## config.mk

```make
export PLATFORM = sky130hd
export DESIGN_NAME = bpa_mem
export DESIGN_NICKNAME = d
export VERILOG_FILES = /design/src/rtl/bpa_mem.sv
export SDC_FILE = /design/constraint.sdc
export NUM_CORES = 2
export LEC_CHECK = 0
export ABC_CLOCK_PERIOD_IN_PS = 14700
export BUFFER_PORTS_ARGS = -buffer_cell sky130_fd_sc_hd__buf_4
export CAP_MARGIN = 5
export CORE_UTILIZATION = 65
export DETAILED_ROUTE_END_ITERATION = 12
export GPL_ROUTABILITY_DRIVEN = 0
export PLACE_DENSITY = 0.85
export SLEW_MARGIN = 20
export SYNTH_ARGS = -nofsm -noshare
export SYNTH_HDL_FRONTEND = slang
export SYNTH_SLANG_ARGS = --single-unit
```

## constraint.sdc

```tcl
create_clock -name clk -period 14.7 [get_ports clk]
set_input_delay 3.675 -clock clk [delete_from_list [all_inputs] [get_ports clk]]
set_output_delay 3.675 -clock clk [all_outputs]
set_load 0.02 [all_outputs]
```

## src/rtl/bpa_mem.sv

```systemverilog
module bpa_mem #(
  parameter int W     = 64,
  parameter int DEPTH = 48,
  parameter int AW    = 6
) (
  input  logic          clk,
  input  logic          wr_en,
  input  logic [AW-1:0] wr_addr,
  input  logic [W-1:0]  wr_data,
  input  logic          rd_en,
  input  logic [AW-1:0] rd_addr,
  output logic [W-1:0]  rd_data
);

  logic [W-1:0] mem [DEPTH];
  logic [W-1:0] rd_data_r;

  always_ff @(posedge clk) begin
    if (wr_en) begin
      mem[wr_addr] <= wr_data;
    end
  end

  always_ff @(posedge clk) begin
    if (rd_en) begin
      rd_data_r <= mem[rd_addr];
    end
  end

  assign rd_data = rd_data_r;

endmodule

```

# After elaboration in Yosys (flattened, before gate mapping)
# Memory sizes are Yosys's and may differ from the RTL's. A register that Yosys moved wholly into a read port is not among the register bits.
# Cells that the tools add are included.
[totals]
register_bits = 0
mem_count = 1
ramBits = 3072
[memory_table]
columns = ["name", "words", "width", "read_ports", "rd_clocked_by_memory_dff", "write_ports", "line", "rtl"]
rows = [
  ["mem", 48, 64, 1, 1, 1, "15", "logic [W-1:0] mem [DEPTH];"],
]
[op_classes]
n_mux = 2
[op_table]
columns = ["op", "n"]
rows = [
  ["$mux 1", 2],
]

# Depth between registers and ports, before layout
[depth]
ltp_word = 2
mapped_depth = 10
mapped_depth_nobuf = 5

# Least setup slack after synthesis
# OpenSTA, ideal clock, no wires.
[synth_path]
path_kind = "input to register"
start = "in wr_addr[5]"
end = "mem mem[16][0] (enable)"
setup_ns = 0.565
slack_ns = 5.802
cell_stages = 3
t_arrival_ns = 8.333
required_time_ns = 14.135
cell_sequence = "and3b_1 > nand2_1 > nor3_1"
[synth_lines]
columns = ["element", "line", "rtl"]
rows = [
  ["from (decl)", "8", "input logic [AW-1:0] wr_addr,"],
  ["to (decl)", "15", ""],
]
# No word-level cell before the write port.

==> key figures <==
Clock network
  • Buffers from clock root to sink, at most: 4
  • Clock slew seen by the registers of the worst setup and hold paths: 0.06 ns
  • # clock sinks: 3136
  • Post-CTS setup buffers: 0
  • Clock tree from TritonCTS: built
  • Clk root buf: clkbuf_16
  • Quantity of hold-fixing buffers added after cts: 0
  • Clock latency on the worst-skew pair: 0.99 ns
  • CTS H-Tree Depth: 5
  • TritonCTS buffer count: 306
  • Resize count post-CTS: 0

Pwr
  • Maximum vdd drop: 149 uV
  • Fraction of power consumed by sequential logic: 53.3%
  • Total design power: 18.7 mW
  • Standby leakage power: 42.1 nW
  • Logic pwr share: 4.9%
  • Switching power as a share of total power: 22.3%
  • Int Pwr: 14.5 mW
  • Power density cells: 141 nW/um^2
  • Reported net switching power: 4.17 mW
  • Clock power frac: 41.8%

STA
  • Final worst-path cycle share: 51.2%
  • Post-Route Skew: 0.0687 ns
  • Post-layout min period: 7.52 ns
  • RSZ-0062 raised after global routing: false
  • Slew at the pin with the worst max-slew slack: 1.25 ns
  • Final hold violation count: 0
  • # setup viols final: 0
  • Setup ws final: 7.18 ns
  • Slew Limit Fails: 0
  • Worst slew margin relative to its limit: 16.8%
  • Max Fclk: 0.133 GHz
  • Total Neg Setup Slack: 0 ns

Min path
  • Hold Path Depth: 4
  • Worst min path class: flip-flop to flip-flop
  • Terminating pin of the worst hold path: rd_data[44]$_DFFE_PP_
  • Launch instance of the worst min-delay path: mem[39][44]$_DFFE_PP_

Routing
  • Final routed DRC violation total: 0
  • Total via count in the routed design: 65400
  • Number of violations reported at the end of detailed-routing iteration 0: 14400
  • Total wire length: 376 mm
  • Post-DRT Antenna Nets: 0
  • Via-to-Cell Ratio: 8.10
  • Avg WL per Cell: 46.6 um
  • Iteration count of the initial detailed-routing pass: 7

Floorplanning
  • Boundary pin count: 143
  • Placeable core area: 181000 um^2
  • Row count: 156
  • X dimension of the die: 430 um
  • DIE AREA: 185000 um^2
  • Die height: 430 um
  • Effective utilization at floorplan: 65.7%

Synthesis
  • Post-synthesis register bit count: 3136
  • Synth cell types: 38
  • Post-Synthesis Net Count: 5236
  • Most frequent cell after synthesis: edfxtp_1
  • Synth warnings: 0
  • Synthesized area per cell: 23.1 um^2
  • EDFF count, synth: 3136
  • Sequential share of the synthesized area: 79.0%
  • Post-synth top area cell: edfxtp_1
  • Leading cell types by count after synthesis: edfxtp_1 (3136), mux4_2 (700), mux2i_1 (310), clkbuf_1 (127), o22ai_1 (107)
  • Post-synth top flop: edfxtp_1
  • Fraction of post-synthesis cell area in the top cell type by area: 79.0%
  • Total standard cell area after synthesis: 119000 um^2
  • Number of cells produced by synthesis: 5157
  • Most area-consuming cells after synthesis: edfxtp_1 (79%), mux4_2 (13%), mux2i_1 (2.6%)
  • Async SR Flop Fraction: 0%

Finish
  • Net count of the finished layout: 5543
  • Post-layout instance count excluding filler cells: 8073
  • Area growth, synth to finish: 11.4%
  • Design Area, Final: 133000 um^2
  • Share of cells above drive strength 1: 25.6%
  • Filler cell count: 8634

Place
  • Post-detailed-placement cell area: 123000 um^2
  • Setup slack after placement: 6.91 ns
  • Total of buffers placed on input and output ports: 142
  • Detailed Place HPWL: 159 mm
  • Post-Place Cells: 7522

Outcome
  • Status: finished clean

Setup path
  • Crit Reg-Reg Startpoint: mem[23][4]$_DFFE_PP_
  • Worst Path Arrival: 8.21 ns
  • Critical Path Start Type: primary input
  • Number of cell instances on the worst register-to-register path: 5
  • Crit end category: flip-flop
  • Critical Path Fanout Max: 79
  • Critical path type: primary input to flip-flop
  • Worst R2R End: rd_data[4]$_DFFE_PP_
  • Critical path required time: 15.39 ns
  • FF-to-FF setup slack: 12.39 ns

Global route
  • Antenna violations before repair: 20
  • Overflow left after global routing: 0
  • Met1 capacity usage during global routing: 49.9%
  • Maximum number of pins on one net before global-route repair: 115
  • Number of global-route vias before repair: 66500
  • Global-route wire length before repair: 507 mm
  • Met2 track demand over resource in global routing: 60.7%
  • Layer carrying the most global-route usage: met2
  • Global router's overall resource usage: 39.9%
  • Met3 Track Usage GR: 12.2%

Flow run
  • # Max-Cap Violations: 0
## worst max-delay path, stage by stage
cell and delay [ns]:
buf_8 0.47, buf_4 0.97, or2_2 0.51, buf_4 0.84
o22ai_1 0.32, o31ai_1 0.47, a21oi_1 0.26, a211o_1 0.31
## worst max path at each step
| stage | from | endpoint | slack, ns | cells past startpoint |
|---|---|---|---|---|
| 6_report | rd_addr[1] | rd_data[4]$_DFFE_PP_ | 7.18 | 8 |
| 3_3_place_gp | rd_addr[0] | rd_data[48]$_DFFE_PP_ | 6.96 | 6 |
| 3_5_place_dp | rd_addr[0] | rd_data[43]$_DFFE_PP_ | 6.91 | 6 |
| 5_1_grt | rd_addr[1] | rd_data[4]$_DFFE_PP_ | 7.43 | 8 |
| 4_1_cts | rd_addr[1] | rd_data[4]$_DFFE_PP_ | 7.65 | 8 |
| 2_1_floorplan | wr_addr[5] | mem[16][0]$_DFFE_PP_ | 5.80 | 3 |
## area by class of cell
class	count	area [um^2]	area share (%)
inverter	1	6.26	0.00471
multi-input combinational	1731	23800	17.9
sequential	3136	94200	71.0
clock inverter	153	1300	0.977
tap	2370	2970	2.23
antenna	23	57.6	0.0434
clock buffer	371	8070	6.08
timing repair buffer	288	2350	1.77
## cells by family (layout without fill, tap and decap cells)
| family | count (synthesis) | count (layout) | share of synthesized area (%) |
|---|---|---|---|
| AO/OA/AOI/OAI | 471 | 471 | 2.74 |
| buffers and inverters | 290 | 813 | 1.33 |
| flip-flops | 3136 | 3136 | 79.0 |
| multiplexers | 1010 | 1010 | 15.8 |
| other | 0 | 23 | 0 |
| AND/OR/NAND/NOR | 250 | 250 | 1.04 |
## power groups by stage
stage | clock [mW] | combinational, mW | sequential (mW)
after detailed placement | 0 | 0.833 | 10.1
after global placement | 0 | 0.798 | 10.1
final | 7.83 | 0.915 | 9.96
after floorplan | 0 | 0.482 | 10.2
after CTS | 7.72 | 0.879 | 9.96
after global routing | 8.07 | 0.926 | 9.96
## placed cells by master, fill, tap and decap left out, types with 4 or more instances in the layout
master / instances
nand4_1: 7
o2111ai_1: 4
a22oi_1: 71
edfxtp_1: 3136
nand3_1: 20
a211oi_1: 7
o31ai_1: 36
a21oi_1: 73
nand2_1: 55
clkbuf_16: 314
o211ai_1: 30
a221oi_1: 16
diode_2: 23
o22ai_1: 107
a22o_1: 17
clkinv_1: 66
nand2b_1: 7
o21ai_1: 10
a211o_1: 30
nor2b_1: 9
buf_16: 4
or3_1: 29
buf_4: 274
o21ai_0: 28
nor3_2: 4
clkinv_4: 4
nor2_4: 46
bufinv_16: 22
nand2b_2: 4
mux2i_1: 310
mux4_2: 700
and2_1: 31
buf_12: 7
clkinvlp_4: 10
clkbuf_1: 57
clkinv_2: 47
nor2_1: 20
o221ai_1: 37
## flip-flops by register name, indices dropped and copies added (netlist names)
register and flops:
mem 3072, rd_data 64
## layer usage
metal | wire [um] | vias up
li1 | - | 22700
met5 | 133 | -
met3 | 64500 | 2257
met4 | 33500 | 20
met2 | 173000 | 8405
met1 | 105000 | 32000
## metrics by stage
stage	hold WS, ns	utilization (%)
finish	0.878	73.2
CTS	0.878	73.1
detailed placement	0.839	67.9
global route	0.889	73.2
floorplan	0.757	-
global placement	0.844	67.9
Note: power is estimated with default switching activity, not from simulation.
